===== src/rtl/core/rmq_pkg.sv =====
// Shared types and constants for the rotation matrix to quaternion unit.
// Depends on nothing; every other file in rtl/core uses it.
package rmq_pkg;

  // Fixed point format of every matrix entry and quaternion component.
  localparam int FRAC_BITS = 14;
  localparam int IN_W      = 16;

  // An off-diagonal sum or difference, and its magnitude.
  localparam int NUM_W = IN_W + 1;
  localparam int MAG_W = IN_W + 1;

  // Candidate sums hold one plus three entries.
  localparam int CAND_W = ((FRAC_BITS > IN_W) ? FRAC_BITS : IN_W) + 3;
  localparam int BEST_W = CAND_W - 1;

  // Square root input is the winning candidate shifted left by FRAC_BITS-2.
  localparam int RAD_W  = BEST_W + FRAC_BITS - 2;
  localparam int ROOT_W = (RAD_W + 1) / 2;
  localparam int SREM_W = ROOT_W + 2;
  localparam int DEN_W  = ROOT_W + 2;

  // The quotient never exceeds 2^15 + 1, since the root is at least one half.
  localparam int QUO_W = 17;
  localparam int DVD_W = MAG_W + FRAC_BITS + 1;
  localparam int SAT_W = (ROOT_W > QUO_W) ? ROOT_W : QUO_W;

  // Back end stages: one per root bit, one to form dividends, one per quotient bit.
  localparam int SQ_ST = ROOT_W;
  localparam int N_ST  = SQ_ST + 1 + QUO_W;

  // Queue between front and back.
  localparam int FQ_DEPTH = 2;
  localparam int FQ_AW    = 1;

  // Branch codes.
  localparam logic [1:0] BR_X = 2'd0;
  localparam logic [1:0] BR_Y = 2'd1;
  localparam logic [1:0] BR_Z = 2'd2;
  localparam logic [1:0] BR_W = 2'd3;

  typedef struct packed {
    logic signed [IN_W-1:0] r11;
    logic signed [IN_W-1:0] r12;
    logic signed [IN_W-1:0] r13;
    logic signed [IN_W-1:0] r21;
    logic signed [IN_W-1:0] r22;
    logic signed [IN_W-1:0] r23;
    logic signed [IN_W-1:0] r31;
    logic signed [IN_W-1:0] r32;
    logic signed [IN_W-1:0] r33;
  } in_word_t;

  typedef struct packed {
    logic signed [IN_W-1:0] qx;
    logic signed [IN_W-1:0] qy;
    logic signed [IN_W-1:0] qz;
    logic signed [IN_W-1:0] qw;
    logic [1:0]             branch;
  } out_word_t;

  // Classified item: chosen branch, winning candidate, and the three
  // numerators of the other components in increasing slot order.
  typedef struct packed {
    logic [1:0]                 sel;
    logic [BEST_W-1:0]          best;
    logic [2:0]                 neg;
    logic [2:0][MAG_W-1:0]      mag;
  } fr_word_t;

endpackage


===== src/rtl/core/rmq_fifo.sv =====
// Two-word queue that decouples the front end from the back end.
// Depends on rmq_pkg.
module rmq_fifo (
  input  logic              clk_i,
  input  logic              rst_ni,
  input  logic              push_i,
  output logic              ready_o,
  input  rmq_pkg::fr_word_t word_i,
  output logic              nempty_o,
  input  logic              pop_i,
  output rmq_pkg::fr_word_t word_o
);

  rmq_pkg::fr_word_t                  mem_q [rmq_pkg::FQ_DEPTH];
  logic [rmq_pkg::FQ_AW-1:0]          wptr_q, rptr_q;
  logic [rmq_pkg::FQ_AW:0]            cnt_q, cnt_d;
  logic                               do_push, do_pop;

  assign ready_o  = (cnt_q != (rmq_pkg::FQ_AW + 1)'(rmq_pkg::FQ_DEPTH));
  assign nempty_o = (cnt_q != '0);
  assign do_push  = push_i && ready_o;
  assign do_pop   = pop_i && nempty_o;
  assign word_o   = mem_q[rptr_q];

  // Occupancy follows pushes and pops.
  always_comb begin
    cnt_d = cnt_q;
    if (do_push && !do_pop) begin
      cnt_d = cnt_q + 1'b1;
    end else if (do_pop && !do_push) begin
      cnt_d = cnt_q - 1'b1;
    end
  end

  always_ff @(posedge clk_i or negedge rst_ni) begin
    if (!rst_ni) begin
      wptr_q <= '0;
      rptr_q <= '0;
      cnt_q  <= '0;
    end else begin
      cnt_q <= cnt_d;
      if (do_push) begin
        wptr_q <= wptr_q + 1'b1;
      end
      if (do_pop) begin
        rptr_q <= rptr_q + 1'b1;
      end
    end
  end

  always_ff @(posedge clk_i) begin
    if (do_push) begin
      mem_q[wptr_q] <= word_i;
    end
  end

endmodule


===== config.mk =====
export PLATFORM = sky130hd
export DESIGN_NAME = rmq_fifo
export DESIGN_NICKNAME = d
export VERILOG_FILES = /design/src/rtl/core/rmq_pkg.sv /design/src/rtl/core/rmq_fifo.sv
export SDC_FILE = /design/constraint.sdc
export NUM_CORES = 1
export LEC_CHECK = 0
export BUFFER_PORTS_ARGS = -buffer_cell sky130_fd_sc_hd__clkbuf_2
export CAP_MARGIN = 15
export CORE_MARGIN = 2
export CORE_UTILIZATION = 35
export DETAILED_ROUTE_END_ITERATION = 8
export PLACE_DENSITY = 0.62
export SYNTH_ARGS = -nofsm -noshare
export SYNTH_HDL_FRONTEND = slang
export SYNTH_SLANG_ARGS = --single-unit

===== constraint.sdc =====
create_clock -name clk_i -period 7.09 [get_ports clk_i]
set_clock_uncertainty 0.05 [all_clocks]
set_input_delay 0.3545 -clock clk_i [delete_from_list [all_inputs] [get_ports clk_i]]
set_output_delay 0.3545 -clock clk_i [all_outputs]
set_load 0.005 [all_outputs]

==> impl_metrics.json <==
{
  "synth_most_common_cell": "edfxtp_1",
  "ys_top_cells_by_count": "edfxtp_1 (148), mux2_4 (50), mux2_2 (24)",
  "clock-root-buffer": "clkbuf_16",
  "drtPass1Iterations": 6,
  "worstHoldPathCells": 1,
  "synth_nets": 327,
  "hp-start": "word_i[67]",
  "wl_per_cell_um": 15.86,
  "r2r_cells": 4,
  "dpl.hpwl_um": 6421,
  "nFillCells": 1395,
  "slew_viol_final": 0,
  "drtIter0Drc": 133,
  "maxClockFrequency_mhz": 346.4,
  "detail-route-antenna-nets": 0,
  "pwr_density_cell_nw_per_um2": 419.4,
  "ys_seq_area_share_pct": 79.21,
  "ys_ff_latch": 152,
  "core_area_um2": 15940,
  "grtUsageTotal_pct": 12.07,
  "path_clk_slew_ps": 60,
  "cts_tree": "yes",
  "cp_max_fo": 50,
  "cp_data_arrival_time_ps": 2480,
  "yosysTopAreaCell": "edfxtp_1",
  "r2r_end": "mem_q[0][5]$_DFFE_PP_",
  "cts_resized": 0,
  "vias_per_cell": 4.444,
  "die-height_um": 132.0,
  "synth_fa_ha_area_share_pct": 0.2181,
  "ys_types": 15,
  "fp.dieArea_um2": 17430,
  "row_count": 46,
  "yosysTopAreaCellShare_pct": 77.47,
  "min_to": "mem_q[0][67]$_DFFE_PP_",
  "relSlewSlack_pct": 27.71,
  "nets": 494,
  "clock_sinks": 152,
  "hold_path_class": "primary input to register",
  "syn_inst": 248,
  "synthMuxAreaShare_pct": 17.80,
  "tightestPinTransition_ps": 1084,
  "grt_pass1_wl_um": 15880,
  "wl_um": 10220,
  "cp.required_ps": 6690,
  "grt_pass1_vias": 3044,
  "cts_buffers": 17,
  "clk_latency_ps": 410,
  "irDropWorstVdd_mv": 0.1804,
  "hold_ws_ps": 78.58,
  "hold_viol_final": 0,
  "reg2reg_from": "cnt_q[0]$_DFFE_PN0P_",
  "cap_viol_max_count": 0,
  "syn_to_final_growth_pct": 28.16,
  "synth_top_flop_cell": "edfxtp_1",
  "syn_avg_cell_area_um2": 23.13,
  "io_buffers": 153,
  "grt_max_degree": 75,
  "cts.path.max_buffers": 2,
  "synth_xor_area_share_pct": 0.7634,
  "synthArstFlopShare_pct": 2.632,
  "synth_compound_gate_area_share_pct": 0,
  "ioPinCount": 154,
  "run_status": "complete, no violations",
  "place_congestion": 0.6484,
  "synth_area_um2": 5737,
  "drive_gt1_share_pct": 60.98,
  "seq_area_um2": 4548,
  "antenna_found_initial": 0,
  "vias": 2862,
  "synth_area_leaders": "edfxtp_1 (77%), mux2_4 (13%), mux2_2 (4.7%)",
  "synth_top_family_by_area": "multiplexers",
  "critPathKind": "register to primary output",
  "end_kind": "primary output",
  "r2r_slack_ps": 4470,
  "die_x_um": 132.0,
  "post-route-period-util_pct": 40.72,
  "antenna_cells": 0,
  "htreeDepth": 4,
  "synthSimpleGateAreaFrac_pct": 0.5889,
  "grt.overflow.total": 0,
  "min_period_ps": 2887,
  "synth_edf_count": 148,
  "multi_input_area_um2": 1124,
  "setup_viol": 0,
  "worstSetupStartpointType": "register",
  "setup_tns_ps": 0,
  "grt_setup_unrepaired": "false",
  "synth_warnings": 0,
  "start_util_pct": 35.98,
  "power.leakage_uw": 0.002925,
  "drc_errors": 0
}
[cell type report]
cell class                      count  area share [%]
Clock buffer                       23           6.365
Clock inverter                      9           2.008
Inverter                            1         0.05106
Multi-Input combinational cell     87           15.28
Sequential cell                   152           61.86
Tap cell                          216           3.676
Timing Repair Buffer              156           10.76
[worst max-delay path, stage by stage, from the launching register on]
cell,delay (ps)
dfrtp_4,730
buf_4,750
mux2_2,420
clkbuf_2,120
[timing repair]
action / in CTS / in global routing
setup buffers: 0 / 0
hold buffers: 1 / 0
endpoints found under the hold margin: 4 / 0
[how the worst max path moves through the flow]
stage | from | end | slack, ps | depth (start not counted)
final | rptr_q$_DFFE_PN0P_ | word_o[49] | 4200 | 3
after global routing | rptr_q$_DFFE_PN0P_ | word_o[58] | 4020 | 3
after CTS | rptr_q$_DFFE_PN0P_ | word_o[53] | 4100 | 3
after detailed placement | cnt_q[0]$_DFFE_PN0P_ | mem_q[0][0]$_DFFE_PP_ | 4390 | 4
after global placement | cnt_q[0]$_DFFE_PN0P_ | mem_q[0][0]$_DFFE_PP_ | 4500 | 4
after floorplan | cnt_q[0]$_DFFE_PN0P_ | mem_q[0][0]$_DFFE_PP_ | 2790 | 3
[state kept, by name, summed over array words and instances (netlist names)]
name and count:
mem_q 148, rptr_q 1, cnt_q 2, wptr_q 1
[placed cells by master (no fill, tap or decap), types with 2 or more instances in the layout]
cell / n
buf_4: 2
bufinv_16: 4
clkbuf_1: 4
clkbuf_16: 17
clkbuf_2: 153
clkbuf_8: 2
clkinv_2: 4
dfrtp_1: 3
edfxtp_1: 148
mux2_2: 24
mux2_4: 50
nand2_1: 2
xnor2_1: 3
xor2_1: 2
[through the flow]
| step | area [µm²] | util, % | instances | setup WS [ps] | total power, µW |
|---|---|---|---|---|---|
| floorplan | 5737 | - | 248 | 2795 | 1885 |
| CTS | 7352 | 46.12 | 644 | 4102 | 3143 |
| global placement | 6726 | 42.19 | 611 | 4498 | 2166 |
| finish | 7352 | 46.12 | 644 | 4203 | 3084 |
| global route | 7352 | 46.12 | 644 | 4023 | 3242 |
| detailed placement | 6726 | 42.19 | 611 | 4389 | 2191 |
[metal layers]
metal	GRT usage, %	routed length, µm	part of all wire (%)	vias to the layer above
met5	0	0	0	-
met1	13.25	4328	42	1419
met2	20.20	5032	49	113
li1	-	-	-	1318
met4	5.495	164	1.6	0
met3	5.344	690	6.8	12
[cell families after synthesis]
| family | Yosys count |
|---|---|
| xor+xnor | 5 |
| simple gates | 7 |
| mux | 74 |
| flops | 152 |
| fa+ha+maj | 1 |
| buf+inv | 9 |
[power breakdown]
group	switching (µW)	internal (µW)
Sequential	89.8	1230
Combinational	373	446
Clock	334	606
Total	797	2290
(Power assumes the default switching activity.)
