--- src/rtl/core/rmq_pkg.sv ---
// Shared types and constants for the rotation matrix to quaternion unit.
// Depends on nothing; every other file in rtl/core uses it.
package rmq_pkg;

  // Fixed point format of every matrix entry and quaternion component.
  localparam int FRAC_BITS = 14;
  localparam int IN_W      = 16;

  // An off-diagonal sum or difference, and its magnitude.
  localparam int NUM_W = IN_W + 1;
  localparam int MAG_W = IN_W + 1;

  // Candidate sums hold one plus three entries.
  localparam int CAND_W = ((FRAC_BITS > IN_W) ? FRAC_BITS : IN_W) + 3;
  localparam int BEST_W = CAND_W - 1;

  // Square root input is the winning candidate shifted left by FRAC_BITS-2.
  localparam int RAD_W  = BEST_W + FRAC_BITS - 2;
  localparam int ROOT_W = (RAD_W + 1) / 2;
  localparam int SREM_W = ROOT_W + 2;
  localparam int DEN_W  = ROOT_W + 2;

  // The quotient never exceeds 2^15 + 1, since the root is at least one half.
  localparam int QUO_W = 17;
  localparam int DVD_W = MAG_W + FRAC_BITS + 1;
  localparam int SAT_W = (ROOT_W > QUO_W) ? ROOT_W : QUO_W;

  // Back end stages: one per root bit, one to form dividends, one per quotient bit.
  localparam int SQ_ST = ROOT_W;
  localparam int N_ST  = SQ_ST + 1 + QUO_W;

  // Queue between front and back.
  localparam int FQ_DEPTH = 2;
  localparam int FQ_AW    = 1;

  // Branch codes.
  localparam logic [1:0] BR_X = 2'd0;
  localparam logic [1:0] BR_Y = 2'd1;
  localparam logic [1:0] BR_Z = 2'd2;
  localparam logic [1:0] BR_W = 2'd3;

  typedef struct packed {
    logic signed [IN_W-1:0] r11;
    logic signed [IN_W-1:0] r12;
    logic signed [IN_W-1:0] r13;
    logic signed [IN_W-1:0] r21;
    logic signed [IN_W-1:0] r22;
    logic signed [IN_W-1:0] r23;
    logic signed [IN_W-1:0] r31;
    logic signed [IN_W-1:0] r32;
    logic signed [IN_W-1:0] r33;
  } in_word_t;

  typedef struct packed {
    logic signed [IN_W-1:0] qx;
    logic signed [IN_W-1:0] qy;
    logic signed [IN_W-1:0] qz;
    logic signed [IN_W-1:0] qw;
    logic [1:0]             branch;
  } out_word_t;

  // Classified item: chosen branch, winning candidate, and the three
  // numerators of the other components in increasing slot order.
  typedef struct packed {
    logic [1:0]                 sel;
    logic [BEST_W-1:0]          best;
    logic [2:0]                 neg;
    logic [2:0][MAG_W-1:0]      mag;
  } fr_word_t;

endpackage

--- src/rtl/core/rmq_front.sv ---
// Front end: picks the largest candidate and the numerators of each matrix and registers them.
// Depends on rmq_pkg.
module rmq_front (
  input  logic              clk_i,
  input  logic              rst_ni,
  input  logic              in_valid_i,
  output logic              in_stall_o,
  input  rmq_pkg::in_word_t in_word_i,
  output logic              fr_valid_o,
  input  logic              fr_ready_i,
  output rmq_pkg::fr_word_t fr_word_o
);

  localparam int CW = rmq_pkg::CAND_W;
  localparam int NW = rmq_pkg::NUM_W;

  logic                     vld_q, vld_d;
  rmq_pkg::fr_word_t        word_q, word_d;
  logic signed [CW-1:0]     one, e11, e22, e33;
  logic signed [CW-1:0]     cand0, cand1, cand2, cand3, best;
  logic [1:0]               sel;
  logic signed [NW-1:0]     sxy, sxz, syz, dzy, dxz, dyx;
  logic signed [2:0][NW-1:0] num;

  assign in_stall_o = vld_q && !fr_ready_i;

  // Candidate sums from the diagonal.
  always_comb begin
    one   = CW'(1) <<< rmq_pkg::FRAC_BITS;
    e11   = CW'(in_word_i.r11);
    e22   = CW'(in_word_i.r22);
    e33   = CW'(in_word_i.r33);
    cand0 = one + e11 - e22 - e33;
    cand1 = one - e11 + e22 - e33;
    cand2 = one - e11 - e22 + e33;
    cand3 = one + e11 + e22 + e33;
  end

  // Largest candidate; a later one wins a tie.
  always_comb begin
    best = cand0;
    sel  = rmq_pkg::BR_X;
    if (cand1 >= best) begin
      best = cand1;
      sel  = rmq_pkg::BR_Y;
    end
    if (cand2 >= best) begin
      best = cand2;
      sel  = rmq_pkg::BR_Z;
    end
    if (cand3 >= best) begin
      best = cand3;
      sel  = rmq_pkg::BR_W;
    end
  end

  // Off-diagonal sums and differences, ordered by the slots that use them.
  always_comb begin
    sxy = NW'(in_word_i.r21) + NW'(in_word_i.r12);
    sxz = NW'(in_word_i.r31) + NW'(in_word_i.r13);
    syz = NW'(in_word_i.r32) + NW'(in_word_i.r23);
    dzy = NW'(in_word_i.r32) - NW'(in_word_i.r23);
    dxz = NW'(in_word_i.r13) - NW'(in_word_i.r31);
    dyx = NW'(in_word_i.r21) - NW'(in_word_i.r12);
    unique case (sel)
      rmq_pkg::BR_X: num = {dzy, sxz, sxy};
      rmq_pkg::BR_Y: num = {dxz, syz, sxy};
      rmq_pkg::BR_Z: num = {dyx, syz, sxz};
      rmq_pkg::BR_W: num = {dyx, dxz, dzy};
      default:       num = {dyx, dxz, dzy};
    endcase
  end

  // Build the classified word.
  always_comb begin
    word_d.sel  = sel;
    word_d.best = best[rmq_pkg::BEST_W-1:0];
    for (int j = 0; j < 3; j++) begin
      word_d.neg[j] = num[j][NW-1];
      word_d.mag[j] = rmq_pkg::MAG_W'(num[j][NW-1] ? -num[j] : num[j]);
    end
  end

  assign vld_d = in_stall_o ? vld_q : in_valid_i;

  always_ff @(posedge clk_i or negedge rst_ni) begin
    if (!rst_ni) begin
      vld_q <= 1'b0;
    end else begin
      vld_q <= vld_d;
    end
  end

  always_ff @(posedge clk_i) begin
    if (in_valid_i && !in_stall_o) begin
      word_q <= word_d;
    end
  end

  assign fr_valid_o = vld_q;
  assign fr_word_o  = word_q;

endmodule

--- config.mk ---
export PLATFORM = sky130hd
export DESIGN_NAME = rmq_front
export DESIGN_NICKNAME = d
export VERILOG_FILES = /design/src/rtl/core/rmq_pkg.sv /design/src/rtl/core/rmq_front.sv
export SDC_FILE = /design/constraint.sdc
export NUM_CORES = 1
export LEC_CHECK = 0
export ABC_CLOCK_PERIOD_IN_PS = 3600
export BUFFER_PORTS_ARGS = -buffer_cell sky130_fd_sc_hd__buf_4
export CAP_MARGIN = 20
export CORE_MARGIN = 1
export CORE_UTILIZATION = 40
export CTS_BUF_LIST = sky130_fd_sc_hd__clkbuf_8
export DETAILED_ROUTE_END_ITERATION = 10
export GPL_TIMING_DRIVEN = 0
export PLACE_DENSITY_LB_ADDON = 0.3
export SYNTH_ARGS = -nofsm -noshare
export SYNTH_HDL_FRONTEND = slang
export SYNTH_SLANG_ARGS = --single-unit
--- constraint.sdc ---
create_clock -name clk_i -period 3.6 [get_ports clk_i]
set_clock_uncertainty 0.2 [all_clocks]
set_input_delay 0.18 -clock clk_i [delete_from_list [all_inputs] [get_ports clk_i]]
set_output_delay 0.18 -clock clk_i [all_outputs]
set_load 0.03 [all_outputs]
==> results of run 1 <==
==> cell type report <==
| class | instances | area [µm²] | share of cell area |
|---|---|---|---|
| Buffer | 55 | 692 | 0.0311 |
| Timing Repair Buffer | 379 | 3120 | 0.140 |
| Clock buffer | 9 | 124 | 0.00557 |
| Sequential cell | 75 | 2250 | 0.101 |
| Clock inverter | 6 | 81.3 | 0.00366 |
| Multi-Input combinational cell | 1619 | 14400 | 0.648 |
| Inverter | 234 | 908 | 0.0408 |
| Tap cell | 525 | 657 | 0.0295 |
==> worst paths after layout <==
kind | start | to
max in group asynchronous | rst_ni | fr_valid_o
max reg2reg | fr_valid_o | fr_word_o[56]
max | in_word_i[130] | fr_word_o[22]
min | in_word_i[48] | fr_word_o[17]
min in group asynchronous | rst_ni | fr_valid_o
min reg2reg | fr_valid_o | fr_word_o[67]
==> cell families after synthesis <==
family / share of synthesized area
simple gates: 0.174
mux: 0.0191
compound gates: 0.220
fa+ha+maj: 0.275
buf+inv: 0.0716
flops: 0.140
xor+xnor: 0.101
==> synthesized netlist by cell type (30+ instances only) <==
cell type	number	area share
sky130_fd_sc_hd__fa_1	75	0.093
sky130_fd_sc_hd__a31oi_1	37	0.014
sky130_fd_sc_hd__nand3_1	31	0.0097
sky130_fd_sc_hd__ha_1	230	0.18
sky130_fd_sc_hd__nor2_1	187	0.044
sky130_fd_sc_hd__inv_1	232	0.054
sky130_fd_sc_hd__xor2_1	62	0.034
sky130_fd_sc_hd__edfxtp_1	74	0.14
sky130_fd_sc_hd__nand2_1	137	0.032
sky130_fd_sc_hd__nor3_1	41	0.013
sky130_fd_sc_hd__xnor2_1	123	0.067
sky130_fd_sc_hd__o21ai_0	97	0.030
sky130_fd_sc_hd__a21o_1	30	0.014
sky130_fd_sc_hd__a21oi_1	176	0.055
sky130_fd_sc_hd__clkbuf_1	36	0.0084
==> routing by layer <==
metal,part of all wire,up-vias,GRT usage
li1,-,7724,-
met4,0.023,0,0.0620
met2,0.45,737,0.446
met5,0,-,0
met1,0.44,7856,0.395
met3,0.087,124,0.0438
==> per-stage QoR <==
stage	setup TNS, ps	setup slack [ps]	util
floorplan	-508340	-7280	-
global placement	-751460	-10720	0.481
detailed placement	-759060	-10840	0.481
CTS	-530550	-7640	0.542
global route	-572500	-8230	0.561
finish	-548710	-7950	0.561
==> registers in the layout, summed over array words and instances (netlist names) <==
| register | flops |
|---|---|
| fr_word_o | 74 |
| fr_valid_o | 1 |
==> layout by cell type (no fill, tap or decap), drive strengths merged, types with 14 or more instances in the layout <==
cell type  synthesis  final
nand2b            24     24
o21a              18     18
xor2              62     62
a21oi            180    180
clkbuf            36     44
nand2            140    140
o211ai            16     16
nand3             34     34
o21bai            29     29
nand4             17     17
o21ai             99     99
a21o              30     30
fa                75     75
ha               230    230
buf               21    395
mux2i             20     20
a211oi            14     14
edfxtp            74     74
nor2b             28     28
a31oi             38     38
xnor2            123    123
nor3              45     45
a221oi            14     14
inv              234    233
nor2             189    189
==> worst min-delay path: stages <==
cell	delay, ps
sky130_fd_sc_hd__buf_4	90
sky130_fd_sc_hd__ha_1	330
sky130_fd_sc_hd__a21oi_2	140
==> timing repair <==
action	in CTS	in global routing
endpoints found under the hold margin	2	0
gates resized for setup	261	83
pin swaps	116	69
setup buffers	106	47
gates cloned	3	1
hold buffers	4	0
setup endpoints to repair	74	74
==> metrics.log, run 1 <==
INFO  metric outcome = finished with violations
INFO  metric violations = setup timing
INFO  metric min_period_over_period = 3.21
INFO  metric timing_worst_setup_path_type = primary input to register
INFO  metric placementRows = 73
INFO  metric drt-initial-drc-count = 1448
INFO  metric grt_overflow = 0
INFO  metric timing.critical_path.buf_inv = 12
INFO  metric critical_path.endpoint_type = register
INFO  metric post_route_cells_drive_above_1_share = 0.302
INFO  metric synthDistinctLibCells = 103
INFO  metric critical-path-slowest-cell = sky130_fd_sc_hd__or4_4
INFO  metric die_area = 0.0410 mm²
INFO  metric syn_area_per_cell = 8.10 µm²
INFO  metric seq_area_frac_synth = 0.140
INFO  metric cts_root_buffer = sky130_fd_sc_hd__clkbuf_8
INFO  metric syn-num-nets = 2438
INFO  metric crit_top_cell = sky130_fd_sc_hd__buf_12
INFO  metric crit_family = simple AND/OR/NAND/NOR gates
INFO  metric stdcell_count = 2902
INFO  metric start_util = 0.406
INFO  metric tritoncts = done
INFO  metric nNetsFinal = 2826
INFO  metric crit_required = 3540 ps
INFO  metric io_buffer_count = 223
INFO  metric holdPathStages = 3
INFO  metric clkLatencyLatePin = 360 ps
INFO  metric synth_ff_type = sky130_fd_sc_hd__edfxtp_1
INFO  metric reg2reg_slack = 1770 ps
INFO  metric synth_area = 0.0161 mm²
INFO  metric antenna_violations_before_repair = 0
INFO  metric grtUsageTotal = 0.280
INFO  metric cp_num_cells = 59
INFO  metric clkSlewWorstSetupHoldPaths = 120 ps
INFO  metric max_clock_freq = 0.0866 GHz
INFO  metric die_width = 202 µm
INFO  metric fin_hold_ws = 291 ps
INFO  metric cpPeakStageDelay = 540 ps
INFO  metric nFillCells = 3505
INFO  metric core_area = 0.0396 mm²
INFO  metric grt_pass1_vias = 15600
INFO  metric routed_wl = 59300 µm
INFO  metric fin_ws = -7950 ps
INFO  metric max_cap_viol_count = 0
INFO  metric diodes = 0
INFO  metric route.antenna.remaining_nets = 0
INFO  metric cts_sinks = 75
INFO  metric vias = 16400
INFO  metric detailed_place_hpwl = 46400 µm
INFO  metric holdCritPathClass = primary input to register
INFO  metric hold_violations = 0
INFO  metric grt_setup_unrepaired = yes
INFO  metric die-height = 202 µm
INFO  metric layout.cell_area.non_filler = 0.0222 mm²
INFO  metric finalWorstPathRequiredPeriod = 11550 ps
INFO  metric startpoint_type = primary input
INFO  metric grt_first_pass_wirelength = 88600 µm
INFO  metric critPathArrivalTime = 11490 ps
INFO  metric routabilityCongestion = 0.947
INFO  metric critical_path.max_fanout = 7
INFO  metric number_of_enable_flip_flop_cells_after_synthesis = 74
INFO  metric synth_cells = 1985
INFO  metric max-clock-path-buffers = 2
INFO  metric drt-wirelength-per-cell = 20.4 µm
INFO  metric drt-pass1-iter-count = 7
INFO  metric worstMarginPinSlew = 970 ps
INFO  metric final-max-slew-violation-count = 0
INFO  metric cts-htree-levels = 3
INFO  metric synth-warning-count = 0
INFO  metric area.growth.synth_to_final = 38.4%
INFO  metric numPlacedInstances = 2734
INFO  metric timing.final.setup_violations = 74
INFO  metric r2r.worst_path.cells = 3
INFO  metric tritoncts.num_buffers = 9
INFO  metric ys_async_sr_fraction = 0.0133
INFO  metric placed_cell_area = 0.0191 mm²
INFO  metric synth.ff_latch_count = 75
INFO  metric route.detailed.drc = 0
INFO  metric floorplan.io_pins = 224
INFO  metric grt_max_degree = 44
INFO  metric post_drt_via_cell_ratio = 5.67
INFO  metric worst_slew_margin_rel = 0.347
Power of run 1 is left out: the tool's default activity adds up to more than one toggle a clock period on the data nets, which glitch-free logic cannot reach.
==> run 2: changes to the inputs <==
--- a/config.mk
+++ b/config.mk
@@ -14,6 +14,7 @@
 export DETAILED_ROUTE_END_ITERATION = 10
 export GPL_TIMING_DRIVEN = 0
 export PLACE_DENSITY_LB_ADDON = 0.3
+export SKIP_CTS_REPAIR_TIMING = 1
 export SYNTH_ARGS = -nofsm -noshare
 export SYNTH_HDL_FRONTEND = slang
 export SYNTH_SLANG_ARGS = --single-unit
==> run 2 against run 1 <==
Non-clock buffer count fell by 25. The run still ends with setup timing left. Largest cell class unchanged. Maximum frequency is 1.8% lower. Cell count fell by 0.86%. Critical path type unchanged. Register-to-register slack about the same. Utilization down 0.93 points.
==> metrics.log, run 2 (same netlist as run 1, synthesis figures left out) <==
INFO  metric outcome = finished with violations
INFO  metric violations = setup timing
INFO  metric antenna_violations_before_repair = 1 (+1)
INFO  metric timing.critical_path.buf_inv = 14 (+2)
INFO  metric min_period_over_period = 3.27 (+0.0577)
INFO  metric area.growth.synth_to_final = 36.1%
INFO  metric post_drt_via_cell_ratio = 5.66 (-0.16%)
INFO  metric tritoncts.num_buffers = 9 (unchanged)
INFO  metric cpPeakStageDelay = 610 ps (+70 ps)
INFO  metric tritoncts = done
INFO  metric drt-wirelength-per-cell = 20.2 µm (-1.3%)
INFO  metric grtUsageTotal = 0.261 (-0.0186)
INFO  metric route.detailed.drc = 0 (unchanged)
INFO  metric cp_num_cells = 54 (-8.5%)
INFO  metric grt_pass1_vias = 14500 (-7.1%)
INFO  metric timing.final.setup_violations = 74 (unchanged)
INFO  metric drt-pass1-iter-count = 5 (-2)
INFO  metric holdPathStages = 4 (+1)
INFO  metric grt_setup_unrepaired = yes
INFO  metric max_cap_viol_count = 0 (unchanged)
INFO  metric finalWorstPathRequiredPeriod = 11760 ps (+208 ps)
INFO  metric max_clock_freq = 0.0850 GHz (-1.8%)
INFO  metric final_cell_mix = sky130_fd_sc_hd__buf_4, sky130_fd_sc_hd__inv_1, sky130_fd_sc_hd__ha_1
INFO  metric fin_ws = -8160 ps (-208 ps)
INFO  metric cts_sinks = 75 (unchanged)
INFO  metric commonest_non_fill_non_tap_cell_in_the_layout = sky130_fd_sc_hd__buf_4
INFO  metric crit_top_cell = sky130_fd_sc_hd__buf_12
INFO  metric nNetsFinal = 2801 (-0.88%)
INFO  metric numPlacedInstances = 2734 (unchanged)
INFO  metric crit_family = simple AND/OR/NAND/NOR gates
INFO  metric die_width = 202 µm (unchanged)
INFO  metric die-height = 202 µm (unchanged)
INFO  metric core_area = 0.0396 mm² (unchanged)
INFO  metric worst_slew_margin_rel = 0.315 (-0.0322)
INFO  metric holdCritPathClass = primary input to register
INFO  metric grt_overflow = 0 (unchanged)
INFO  metric r2r.worst_path.cells = 3 (unchanged)
INFO  metric post_route_cells_drive_above_1_share = 0.288 (-0.0138)
INFO  metric critical-path-slowest-cell = sky130_fd_sc_hd__fa_2
INFO  metric diodes = 0 (unchanged)
INFO  metric start_util = 0.406 (unchanged)
INFO  metric routabilityCongestion = 0.947 (unchanged)
INFO  metric hold_violations = 0 (unchanged)
INFO  metric max-clock-path-buffers = 2 (unchanged)
INFO  metric crit_required = 3640 ps (+100 ps)
INFO  metric routed_wl = 58100 µm (-2.1%)
INFO  metric vias = 16300 (-1.0%)
INFO  metric floorplan.io_pins = 224 (unchanged)
INFO  metric cts_root_buffer = sky130_fd_sc_hd__clkbuf_8
INFO  metric critical_path.endpoint_type = register
INFO  metric stdcell_count = 2877 (-0.86%)
INFO  metric clkSlewWorstSetupHoldPaths = 90 ps (-30 ps)
INFO  metric route.antenna.remaining_nets = 0 (unchanged)
INFO  metric critical_path.max_fanout = 10 (+3)
INFO  metric drt-initial-drc-count = 1395 (-3.7%)
INFO  metric critPathArrivalTime = 11800 ps (+310 ps)
INFO  metric clkLatencyLatePin = 360 ps (about the same)
INFO  metric placementRows = 73 (unchanged)
INFO  metric timing_worst_setup_path_type = primary input to register
INFO  metric worstMarginPinSlew = 1020 ps (+47.9 ps)
INFO  metric nFillCells = 3538 (+0.94%)
INFO  metric die_area = 0.0410 mm² (unchanged)
INFO  metric grt_max_degree = 44 (unchanged)
INFO  metric cts-htree-levels = 3 (unchanged)
INFO  metric io_buffer_count = 223 (unchanged)
INFO  metric startpoint_type = primary input
INFO  metric grt_first_pass_wirelength = 82800 µm (-6.6%)
INFO  metric largest_reg_flops = 74 (unchanged)
INFO  metric final-max-slew-violation-count = 0 (unchanged)
INFO  metric detailed_place_hpwl = 46400 µm (unchanged)
## run 2: stage by stage
stage / setup slack, ps / instance area [µm²] / TNS [ps] / hold slack (ps) / util
after floorplan: -7280 / 16700 / -508340 / -316 / -
after global placement: -10720 / 19100 / -751460 / -244 / 0.481
after detailed placement: -10840 / 19100 / -759060 / -244 / 0.481
after CTS: -10540 / 19300 / -733950 / -640 / 0.486
after global routing: -8450 / 21900 / -588500 / 339 / 0.552
final: -8160 / 21900 / -567860 / 330 / 0.552
## run 2: area by class of cell
class / instances / area (µm²) / share of cell area
timing repair buffer: 354 / 2880 / 0.132
tap: 525 / 657 / 0.0300
clock buffer: 9 / 124 / 0.00566
multi-input combinational: 1619 / 14300 / 0.653
sequential: 75 / 2250 / 0.103
buffer: 55 / 682 / 0.0312
inverter: 234 / 913 / 0.0418
clock inverter: 6 / 81.3 / 0.00372
## run 2: path summary, 6_finish.rpt
check | from | to | slack [ps]
worst max-delay path | in_word_i[130] | fr_word_o[50] | -8160
max in group asynchronous | rst_ni | fr_valid_o | 2650
worst min register to register | fr_valid_o | fr_word_o[52] | 770
min in group asynchronous | rst_ni | fr_valid_o | 450
worst min-delay path | in_word_i[81] | fr_word_o[35] | 330
worst max register to register | fr_valid_o | fr_word_o[56] | 1780
## run 2: per-layer routing
| metal | GRT usage | vias to the layer above | routed length, µm |
|---|---|---|---|
| met5 | 0 | - | 10 |
| met4 | 0.0510 | 2 | 1200 |
| met3 | 0.0337 | 91 | 4480 |
| met2 | 0.409 | 696 | 26100 |
| met1 | 0.382 | 7811 | 26300 |
| li1 | - | 7674 | - |
## run 2: worst reg2reg max path: stages (launching register included)
cell,delay (ps)
sky130_fd_sc_hd__dfrtp_1,380
sky130_fd_sc_hd__nand2b_1,120
sky130_fd_sc_hd__and2_4,480
sky130_fd_sc_hd__buf_12,300
Power of run 2 is left out for the same reason.
